$ cat config.mk
export PLATFORM = sky130hd
export DESIGN_NAME = sd_card_init_sequencer
export DESIGN_NICKNAME = d
export VERILOG_FILES = /design/src/rtl/core/sdinit_pkg.sv /design/src/rtl/core/sdinit_capacity.sv /design/src/rtl/core/sd_card_init_sequencer.sv
export SDC_FILE = /design/constraint.sdc
export NUM_CORES = 1
export LEC_CHECK = 0
export ABC_CLOCK_PERIOD_IN_PS = 9320
export BUFFER_PORTS_ARGS = -buffer_cell sky130_fd_sc_hd__buf_2
export CAP_MARGIN = 5
export CORE_UTILIZATION = 25
export CTS_CLUSTER_SIZE = 25
export DETAILED_ROUTE_END_ITERATION = 8
export GPL_TIMING_DRIVEN = 0
export PLACE_DENSITY_LB_ADDON = 0.08
export SLEW_MARGIN = 0
export SYNTH_ARGS = -nofsm -noshare
export SYNTH_HDL_FRONTEND = slang
export SYNTH_SLANG_ARGS = --single-unit
$ cat constraint.sdc
create_clock -name i_clk -period 9.32 [get_ports i_clk]
set_input_delay 2.33 -clock i_clk [delete_from_list [all_inputs] [get_ports i_clk]]
set_output_delay 2.33 -clock i_clk [all_outputs]
set_load 0.05 [all_outputs]
$ cat src/rtl/core/sdinit_pkg.sv
// shared types and constants for the sd card init sequencer
package sdinit_pkg;

    // sequencer phases, one-hot
    typedef enum logic [13:0] {
        PH_IDLE   = 14'b00000000000001,
        PH_CMD0   = 14'b00000000000010,
        PH_CMD8   = 14'b00000000000100,
        PH_APP    = 14'b00000000001000,
        PH_OPCOND = 14'b00000000010000,
        PH_CID    = 14'b00000000100000,
        PH_RCA    = 14'b00000001000000,
        PH_CSD    = 14'b00000010000000,
        PH_SELECT = 14'b00000100000000,
        PH_APP2   = 14'b00001000000000,
        PH_WIDTH  = 14'b00010000000000,
        PH_SWITCH = 14'b00100000000000,
        PH_DONE   = 14'b01000000000000,
        PH_FAILED = 14'b10000000000000
    } t_phase;

    // input item kinds
    localparam logic ITEM_START   = 1'b0;
    localparam logic ITEM_OUTCOME = 1'b1;

    // command indexes
    localparam logic [5:0] CMD_GO_IDLE     = 6'd0;
    localparam logic [5:0] CMD_ALL_SEND_CID = 6'd2;
    localparam logic [5:0] CMD_SEND_RCA    = 6'd3;
    localparam logic [5:0] CMD_SWITCH      = 6'd6;
    localparam logic [5:0] CMD_SELECT      = 6'd7;
    localparam logic [5:0] CMD_SEND_IF     = 6'd8;
    localparam logic [5:0] CMD_SEND_CSD    = 6'd9;
    localparam logic [5:0] ACMD_OP_COND    = 6'd41;
    localparam logic [5:0] CMD_APP         = 6'd55;

    // expected response kinds
    localparam logic [2:0] RSP_NONE = 3'd0;
    localparam logic [2:0] RSP_R1   = 3'd1;
    localparam logic [2:0] RSP_R1B  = 3'd2;
    localparam logic [2:0] RSP_R2   = 3'd3;
    localparam logic [2:0] RSP_R3   = 3'd4;

    // arguments and response constants
    localparam logic [31:0] IF_COND_ARG    = 32'h0000_01AA;
    localparam logic [31:0] SWITCH_HS_ARG  = 32'h80FF_FFF1;
    localparam logic [31:0] BUS_WIDTH4_ARG = 32'h0000_0002;
    localparam logic [31:0] HCS_ARG_BIT    = 32'h4000_0000;
    localparam logic [3:0]  SWITCH_HS_OK   = 4'd1;
    localparam logic [23:0] VOLTAGE_RESET  = 24'h30_0000;

    // kept-result widths
    localparam int CAP_W = 33;
    localparam int RCA_W = 16;

endpackage

$ cat src/rtl/core/sdinit_capacity.sv
// card capacity in 512-byte blocks from a 128-bit csd response
module sdinit_capacity
    import sdinit_pkg::*;
(
    input  logic [127:0]       i_csd,
    output logic [CAP_W-1:0]   o_blocks
);

    logic [7:0]  byte0, byte5, byte6, byte7, byte8, byte9, byte10;
    logic [11:0] c_size_v1;
    logic [12:0] c_plus_v1;
    logic [2:0]  c_mult;
    logic [3:0]  rd_bl_len;
    logic [4:0]  shift_v1;
    logic [37:0] bytes_v1;
    logic [21:0] c_size_v2;
    logic [22:0] c_plus_v2;

    // csd byte i sits at bits 119-8i down to 112-8i
    assign byte0  = i_csd[119:112];
    assign byte5  = i_csd[79:72];
    assign byte6  = i_csd[71:64];
    assign byte7  = i_csd[63:56];
    assign byte8  = i_csd[55:48];
    assign byte9  = i_csd[47:40];
    assign byte10 = i_csd[39:32];

    // v1 layout: (c_size+1) << (mult+2+read_bl_len) >> 9
    assign c_size_v1 = {byte6[1:0], byte7, byte8[7:6]};
    assign c_plus_v1 = {1'b0, c_size_v1} + 13'd1;
    assign c_mult    = {byte9[1:0], byte10[7]};
    assign rd_bl_len = byte5[3:0];
    assign shift_v1  = {2'b00, c_mult} + {1'b0, rd_bl_len} + 5'd2;
    assign bytes_v1  = {25'd0, c_plus_v1} << shift_v1;

    // v2 layout: (c_size+1) * 1024
    assign c_size_v2 = {byte7[5:0], byte8, byte9};
    assign c_plus_v2 = {1'b0, c_size_v2} + 23'd1;

    // structure field picks the formula
    always_comb begin
        if (byte0[7:6] == 2'b00) begin
            o_blocks = {4'd0, bytes_v1[37:9]};
        end else begin
            o_blocks = {c_plus_v2, 10'd0};
        end
    end

endmodule

$ cat src/rtl/core/sd_card_init_sequencer.sv
// sd card init sequencer: picks the next bring-up command from each outcome
//
// channel   direction  handshake                 payload
// in        to block   i_in_valid / o_in_ready   i_cmd .. i_switch_nibble
// out       from block o_out_valid / i_out_ready o_issue .. o_hs_mode
// cfg       to block   i_cfg_valid / o_cfg_ready i_cfg_data (voltage window)
//
// each in beat is held in an input register, decided by one pass of
// logic and written to the result register: one beat per cycle while the
// results are taken. reset (synchronous, active low) clears the phase,
// the kept results and both valid flags. a full result register that is not
// taken holds the input register, which then drops o_in_ready.
module sd_card_init_sequencer
    import sdinit_pkg::*;
(
    input  logic               i_clk,
    input  logic               i_rst_n,
    // input channel
    input  logic               i_in_valid,
    output logic               o_in_ready,
    input  logic               i_cmd,
    input  logic               i_cmd_ok,
    input  logic [31:0]        i_rsp_word0,
    input  logic [31:0]        i_rsp_word1,
    input  logic [31:0]        i_rsp_word2,
    input  logic [31:0]        i_rsp_word3,
    input  logic [3:0]         i_switch_nibble,
    // configuration channel
    input  logic               i_cfg_valid,
    output logic               o_cfg_ready,
    input  logic [23:0]        i_cfg_data,
    // result channel
    output logic               o_out_valid,
    input  logic               i_out_ready,
    output logic               o_issue,
    output logic [5:0]         o_cmd_index,
    output logic [31:0]        o_cmd_arg,
    output logic [2:0]         o_rsp_kind,
    output logic               o_reads_data,
    output logic               o_done_res,
    output logic               o_failed,
    output logic               o_high_capacity,
    output logic [RCA_W-1:0]   o_card_address,
    output logic [CAP_W-1:0]   o_capacity_blocks,
    output logic               o_hs_mode
);

    // input register
    logic               r_in_valid;
    logic               r_cmd, r_cmd_ok;
    logic [127:0]       r_rsp;
    logic [3:0]         r_nibble;

    // sequencer state
    t_phase             r_phase, n_phase;
    logic               r_version_two, n_version_two;
    logic               r_hcs, n_hcs;
    logic [RCA_W-1:0]   r_rca, n_rca;
    logic [CAP_W-1:0]   r_size, n_size;
    logic               r_speed, n_speed;
    logic [23:0]        r_voltage_window;

    // decision of this pass
    logic               emit;
    logic               res_issue, res_rd, res_done, res_fail;
    logic [5:0]         res_idx;
    logic [31:0]        res_arg;
    logic [2:0]         res_kind;
    logic [31:0]        rca_arg;
    logic [CAP_W-1:0]   csd_blocks;
    logic               advance;

    // output register
    logic               r_out_valid;

    assign advance     = r_in_valid && (!r_out_valid || i_out_ready);
    assign o_in_ready  = !r_in_valid || advance;
    assign o_cfg_ready = 1'b1;
    assign rca_arg     = {r_rca, 16'd0};

    // capacity from the csd words
    sdinit_capacity u_capacity (
        .i_csd    (r_rsp),
        .o_blocks (csd_blocks)
    );

    // input register
    always_ff @(posedge i_clk) begin
        if (!i_rst_n) begin
            r_in_valid <= 1'b0;
        end else if (o_in_ready) begin
            r_in_valid <= i_in_valid;
        end
        if (o_in_ready && i_in_valid) begin
            r_cmd    <= i_cmd;
            r_cmd_ok <= i_cmd_ok;
            r_rsp    <= {i_rsp_word3, i_rsp_word2, i_rsp_word1, i_rsp_word0};
            r_nibble <= i_switch_nibble;
        end
    end

    // voltage window register
    always_ff @(posedge i_clk) begin
        if (!i_rst_n) begin
            r_voltage_window <= VOLTAGE_RESET;
        end else if (i_cfg_valid) begin
            r_voltage_window <= i_cfg_data;
        end
    end

    // next command and state
    always_comb begin
        n_phase       = r_phase;
        n_version_two = r_version_two;
        n_hcs         = r_hcs;
        n_rca         = r_rca;
        n_size        = r_size;
        n_speed       = r_speed;
        emit          = 1'b1;
        res_issue     = 1'b0;
        res_idx       = CMD_GO_IDLE;
        res_arg       = 32'd0;
        res_kind      = RSP_NONE;
        res_rd        = 1'b0;
        res_done      = 1'b0;
        res_fail      = 1'b0;
        if (r_cmd == ITEM_START) begin
            // restart clears the kept results and resets the card
            n_version_two = 1'b0;
            n_hcs         = 1'b0;
            n_rca         = '0;
            n_size        = '0;
            n_speed       = 1'b0;
            n_phase       = PH_CMD0;
            res_issue     = 1'b1;
        end else if (r_phase == PH_IDLE || r_phase == PH_DONE || r_phase == PH_FAILED) begin
            emit = 1'b0;
        end else if (!r_cmd_ok && r_phase != PH_CMD8 && r_phase != PH_SWITCH) begin
            n_phase  = PH_FAILED;
            res_fail = 1'b1;
        end else begin
            unique case (r_phase)
                PH_CMD0: begin
                    n_phase   = PH_CMD8;
                    res_issue = 1'b1;
                    res_idx   = CMD_SEND_IF;
                    res_arg   = IF_COND_ARG;
                    res_kind  = RSP_R1;
                end
                PH_CMD8: begin
                    // failure here just means a v1 card
                    n_version_two = r_cmd_ok;
                    if (r_cmd_ok && r_rsp[31:0] != IF_COND_ARG) begin
                        n_phase  = PH_FAILED;
                        res_fail = 1'b1;
                    end else begin
                        n_phase   = PH_APP;
                        res_issue = 1'b1;
                        res_idx   = CMD_APP;
                        res_kind  = RSP_R1;
                    end
                end
                PH_APP: begin
                    n_phase   = PH_OPCOND;
                    res_issue = 1'b1;
                    res_idx   = ACMD_OP_COND;
                    res_arg   = {8'd0, r_voltage_window}
                              | (r_version_two ? HCS_ARG_BIT : 32'd0);
                    res_kind  = RSP_R3;
                end
                PH_OPCOND: begin
                    // loop until the card reports power-up done
                    res_issue = 1'b1;
                    if (r_rsp[31]) begin
                        n_hcs    = r_rsp[30];
                        n_phase  = PH_CID;
                        res_idx  = CMD_ALL_SEND_CID;
                        res_kind = RSP_R2;
                    end else begin
                        n_phase  = PH_APP;
                        res_idx  = CMD_APP;
                        res_kind = RSP_R1;
                    end
                end
                PH_CID: begin
                    n_phase   = PH_RCA;
                    res_issue = 1'b1;
                    res_idx   = CMD_SEND_RCA;
                    res_kind  = RSP_R1;
                end
                PH_RCA: begin
                    n_rca     = r_rsp[31:16];
                    n_phase   = PH_CSD;
                    res_issue = 1'b1;
                    res_idx   = CMD_SEND_CSD;
                    res_arg   = {r_rsp[31:16], 16'd0};
                    res_kind  = RSP_R2;
                end
                PH_CSD: begin
                    n_size    = csd_blocks;
                    n_phase   = PH_SELECT;
                    res_issue = 1'b1;
                    res_idx   = CMD_SELECT;
                    res_arg   = rca_arg;
                    res_kind  = RSP_R1B;
                end
                PH_SELECT: begin
                    n_phase   = PH_APP2;
                    res_issue = 1'b1;
                    res_idx   = CMD_APP;
                    res_arg   = rca_arg;
                    res_kind  = RSP_R1;
                end
                PH_APP2: begin
                    n_phase   = PH_WIDTH;
                    res_issue = 1'b1;
                    res_idx   = CMD_SWITCH;
                    res_arg   = BUS_WIDTH4_ARG;
                    res_kind  = RSP_R1B;
                end
                PH_WIDTH: begin
                    n_phase   = PH_SWITCH;
                    res_issue = 1'b1;
                    res_idx   = CMD_SWITCH;
                    res_arg   = SWITCH_HS_ARG;
                    res_kind  = RSP_R1;
                    res_rd    = 1'b1;
                end
                PH_SWITCH: begin
                    // a failed switch only leaves normal speed
                    n_speed  = r_cmd_ok && r_nibble == SWITCH_HS_OK;
                    n_phase  = PH_DONE;
                    res_done = 1'b1;
                end
                default: begin
                    emit = 1'b0;
                end
            endcase
        end
    end

    // sequencer state
    always_ff @(posedge i_clk) begin
        if (!i_rst_n) begin
            r_phase       <= PH_IDLE;
            r_version_two <= 1'b0;
            r_hcs         <= 1'b0;
            r_rca         <= '0;
            r_size        <= '0;
            r_speed       <= 1'b0;
        end else if (advance) begin
            r_phase       <= n_phase;
            r_version_two <= n_version_two;
            r_hcs         <= n_hcs;
            r_rca         <= n_rca;
            r_size        <= n_size;
            r_speed       <= n_speed;
        end
    end

    // result register
    always_ff @(posedge i_clk) begin
        if (!i_rst_n) begin
            r_out_valid <= 1'b0;
        end else if (advance) begin
            r_out_valid <= emit;
        end else if (i_out_ready) begin
            r_out_valid <= 1'b0;
        end
        if (advance && emit) begin
            o_issue           <= res_issue;
            o_cmd_index       <= res_idx;
            o_cmd_arg         <= res_arg;
            o_rsp_kind        <= res_kind;
            o_reads_data      <= res_rd;
            o_done_res        <= res_done;
            o_failed          <= res_fail;
            o_high_capacity   <= n_hcs;
            o_card_address    <= n_rca;
            o_capacity_blocks <= n_size;
            o_hs_mode         <= n_speed;
        end
    end

    assign o_out_valid = r_out_valid;

endmodule

# After elaboration in Yosys (flattened, before gate mapping)
# Index checks and enable logic that the tools add are counted.
dict set report word_totals {
  input_bits 163
  regBits 314
}
dict set report classes {
  n_shift 1
  bitwise 2
  add_sub_neg 4
  reduce_logical 26
  eq_ne 22
  mux 51
}
# operator count
set op_table {}
lappend op_table {{$pmux W32 S6} 1}
lappend op_table {{$mux W33} 5}
lappend op_table {{$pmux W14 S11} 1}
lappend op_table {{$mux W16} 4}
lappend op_table {{$mux W14} 4}
lappend op_table {{$pmux W6 S9} 1}
lappend op_table {{$shl A13 B5 Y38} 1}
lappend op_table {{$ne A32 B9 Y1 const B} 1}
lappend op_table {{$mux W31} 1}
lappend op_table {{$or A24 B31 Y31} 1}
lappend op_table {{$mux W1} 28}
lappend op_table {{$add A22 B1 Y23 const B} 1}
lappend op_table {{$mux W6} 3}
lappend op_table {{$pmux W3 S6} 1}
lappend op_table {{$eq A14 B1 Y1 const B} 1}
lappend op_table {{$eq A14 B10 Y1 const B} 1}
lappend op_table {{$eq A14 B11 Y1 const B} 1}
lappend op_table {{$eq A14 B12 Y1 const B} 1}
lappend op_table {{$eq A14 B13 Y1 const B} 1}
lappend op_table {{$eq A14 B14 Y1 const B} 1}
lappend op_table {{$eq A14 B2 Y1 const B} 1}
lappend op_table {{$eq A14 B3 Y1 const B} 1}
lappend op_table {{$eq A14 B4 Y1 const B} 1}
lappend op_table {{$eq A14 B5 Y1 const B} 1}
lappend op_table {{28 further kinds} 43}

# Logic depth before layout (Yosys ltp)
dict set report depth {
  depth_word 8
  ltp_mapped 14
}

# Modules after synthesis
# A second synthesis with hierarchy kept.
dict set report unflattened {
  cells_unflattened 1221
  area_unflattened_um2 14380.0
}
# module n_inst cells_per_inst area_per_inst_um2
set by_module_without_submodules {}
lappend by_module_without_submodules {sd_card_init_sequencer 1 858 12102.9}
lappend by_module_without_submodules {sdinit_capacity 1 363 2277.2}

# Least setup slack after synthesis
# OpenSTA, ideal clock, no wires.
dict set report synth_path {
  path_kind {input-to-output}
  from {input i_out_ready}
  to {output o_in_ready}
  path_stages 2
  arrival_ns 2.879
  setup_slack_ns 4.111
  t_required_ns 6.990
  path_cell_list {nor2b_1 nand2_1}
}
dict set report synth_between {
  elab_chain_len 3
}
# item line
set synth_rtl {}
lappend synth_rtl {{from (decl)} sd_card_init_sequencer.sv:34} ;# input logic i_out_ready,
lappend synth_rtl {{$logic_or A1 B1 Y1} sd_card_init_sequencer.sv:76} ;# assign advance = r_in_valid && (!r_out_valid || i_out_ready);
lappend synth_rtl {{$logic_and A1 B1 Y1} sd_card_init_sequencer.sv:76}
lappend synth_rtl {{$logic_or A1 B1 Y1} sd_card_init_sequencer.sv:77} ;# assign o_in_ready = !r_in_valid || advance;
lappend synth_rtl {{to (decl)} sd_card_init_sequencer.sv:20} ;# output logic o_in_ready,
# Every way passes these cells.

# Final worst setup path
# Ends and elaborated chain as after synthesis.

==> flow_summary.json <==
{
  "status": "finished clean",
  "setup_viol": 0,
  "path_clk_slew_ps": 60,
  "worst_slew_pin_slew_ps": 1130,
  "grt_use_total_pct": 17.1,
  "arrival_ps": 3060,
  "grt_max_degree": 60,
  "synthFlopType": "edfxtp_1",
  "cts_made_buffers": 34,
  "utilization_pct": 31.4,
  "fillerInstances": 5152,
  "combPwrFrac_pct": 12.9,
  "rr_endpoint": "o_capacity_blocks[12]",
  "antenna_found_initial": 0,
  "synthCells": 1192,
  "fin_crit_sh_pct": 57.8,
  "synth_most_common_cell": "edfxtp_1",
  "ys_seq_elements": 259,
  "yosysTopAreaCell": "edfxtp_1",
  "drt_iter0_drc": 662,
  "synth_top_area_share_pct": 40.4,
  "cp_slowest_stage_delay_ps": 250,
  "worstSetupPathType": "primary input to primary output",
  "cp_cell_sequence": "buf_2, nor2b_1, nand2_1, buf_2",
  "synthTopCellsByArea": "edfxtp_1 (40%), dfxtp_1 (15%), nand2_1 (4.3%)",
  "irDropWorstVdd_mv": 0.123,
  "period_needed_ps": 5390,
  "grt_pass1_wl_mm": 64.7,
  "nets": 1599,
  "reg2reg_slack_ps": 4810,
  "seq_area_frac_synth_pct": 55.2,
  "hold_class": "register to register",
  "rsz0062_at_grt": "no",
  "synth-edff-count": 167,
  "seq_power_share_pct": 44.1,
  "via_count": 10300,
  "max-clock-path-buffers": 3,
  "port_buffers": 196,
  "clkLatencyLatePin_ps": 530,
  "maxCapViolCount": 0,
  "power.static_leakage_nw": 5.71,
  "cts_resized": 0,
  "powerDensity_nw_per_um2": 189,
  "critPathLaunchType": "primary input",
  "fp.dieArea_sq_um": 50600,
  "drive_gt1_share_pct": 20.3,
  "syn_area_sq_um": 12400,
  "hold_violations": 0,
  "antennaDiodeCount": 0,
  "netlist_top_cells_count": "edfxtp_1 (167), nand2_1 (141), nor2_1 (106), dfxtp_1 (92), a21oi_1 (71)",
  "synth_cell_types": 83,
  "place.gp.congestion": 0.877,
  "overflow": 0,
  "hold_start": "r_size[18]",
  "critPathCaptureType": "primary output",
  "r2r_cells": 13,
  "p_int_mw": 2.12,
  "tns_ps": 0,
  "die_w_microns": 225,
  "hold_buffers": 0,
  "grt_pass1_vias": 10100,
  "swShare_pct": 27.1,
  "cp_data_required_time_ps": 6990,
  "cts_max_level": 2,
  "ant_nets": 0,
  "p_switching_uw": 786,
  "clk_root_buffer_cell": "clkbuf_16",
  "clock_skew_ps": 11.9,
  "dr.pass1.iters": 8,
  "p_clk_share_pct": 43.1,
  "wl_per_cell_microns": 20.6,
  "max-slew-margin-rel_pct": 24.3,
  "ys_warn_count": 0,
  "syn-num-nets": 1364,
  "min_to": "r_size[18]",
  "drv_slew": 0,
  "cts.sinks": 259,
  "die_y_microns": 225,
  "rr_startpoint": "r_rsp[40]",
  "rows": 81,
  "async_flop_share_pct": 0,
  "post_cts_buffers": 0,
  "coreArea_sq_um": 49000,
  "area_growth_pct": 23.6,
  "tritoncts": "done",
  "path_delay_family": "simple AND/OR/NAND/NOR gates",
  "fmax_mhz": 186,
  "dp_hpwl_mm": 32.5,
  "pin_count": 262,
  "cpMaxStageDelayCell": "nor2b_1",
  "detail_route.vias_per_cell": 4.89,
  "syn_avg_cell_area_sq_um": 10.4,
  "cpMostUsedCell": "buf_2",
  "initial_core_util_pct": 25.4,
  "path_buf_inv": 2,
  "crit_fanout": 5,
  "drt_wl_total_mm": 43.7,
  "drc_errors": 0,
  "min_path_cells": 2
}
-- metal layers --
layer	track usage, %	vias up	wire length (microns)
met5	0	-	0
met4	5.90	0	1190
met3	2.82	67	2240
met2	26.6	320	19500
met1	23.9	4981	20800
li1	-	4974	-
-- how the worst max path moves through the flow --
stage                start          to  slack [ps]  cells after the start
2_1_floorplan  i_out_ready  o_in_ready        4110                      2
3_3_place_gp   i_out_ready  r_phase[2]        3430                      9
3_5_place_dp   i_out_ready  o_in_ready        3890                      4
4_1_cts        i_out_ready  o_in_ready        3890                      4
5_1_grt        i_out_ready  o_in_ready        3860                      4
6_report       i_out_ready  o_in_ready        3930                      4
-- cell families (layout without fill, tap and decap cells) --
group / after synthesis / in the layout / synth area share (%)
and+or+nand+nor: 454 / 454 / 18.3
AOI/OAI and AO/OA: 300 / 300 / 16.6
DFF: 259 / 259 / 55.2
buffers and inverters: 102 / 362 / 3.67
muxes: 36 / 36 / 3.02
xor gates and xnor gates: 31 / 31 / 2.19
adders and majority gates: 9 / 9 / 0.967
other: 1 / 1 / 0.0302
-- power by group through the flow --
stage | combinational (mW) | sequential, mW | clock (mW)
floorplan | 0.200 | 1.33 | 0
global placement | 0.371 | 1.31 | 0
detailed placement | 0.372 | 1.30 | 0
CTS | 0.374 | 1.28 | 1.30
global route | 0.402 | 1.28 | 1.34
finish | 0.373 | 1.28 | 1.25
-- tightest hold or removal path, cell delays in order, from the launching register on --
cell	delay (ps)
dfxtp_1	310
nand2_1	50
o21ai_1	50
-- flip-flops by register name, indices dropped and copies added (netlist names), 6 cells and up --
register,cells
o_card_address,16
o_cmd_index,6
r_rsp,65
r_size,33
r_phase,14
o_capacity_blocks,33
o_cmd_arg,32
r_rca,16
r_voltage_window,24
-- layout by cell type (no fill, tap or decap), types with 14 or more instances in the layout --
cell type,count
a211oi_1,14
a21oi_1,71
a22o_1,33
buf_2,213
clkbuf_1,61
clkbuf_16,36
dfxtp_1,92
edfxtp_1,167
inv_1,15
mux2i_1,33
nand2_1,141
nand3_1,47
nand4_1,23
nor2_1,106
nor3_1,25
nor4_1,20
o21ai_0,55
xnor2_1,15
xor2_1,16
-- stage by stage --
stage	std cells	hold slack, ps	area, sq um	setup slack (ps)	power, mW
after floorplan	1192	424	12400	4110	1.53
after global placement	2052	439	14200	3430	1.68
after detailed placement	2055	443	14300	3890	1.68
after CTS	2116	451	15300	3890	2.95
after global routing	2116	474	15300	3860	3.02
final	2116	453	15300	3930	2.90
-- cell type report --
class                           count  area, sq um  share of cell area [%]
Sequential cell                   259         6860                    44.7
Clock buffer                       50          973                    6.34
Inverter                           19         76.3                   0.497
Clock inverter                     11         80.1                   0.522
Timing Repair Buffer              199         1040                    6.78
Tap cell                          664          831                    5.41
Multi-Input combinational cell    831         5110                    33.3
Buffer                             83          384                    2.50
Note: power is estimated with default switching activity, not from simulation.
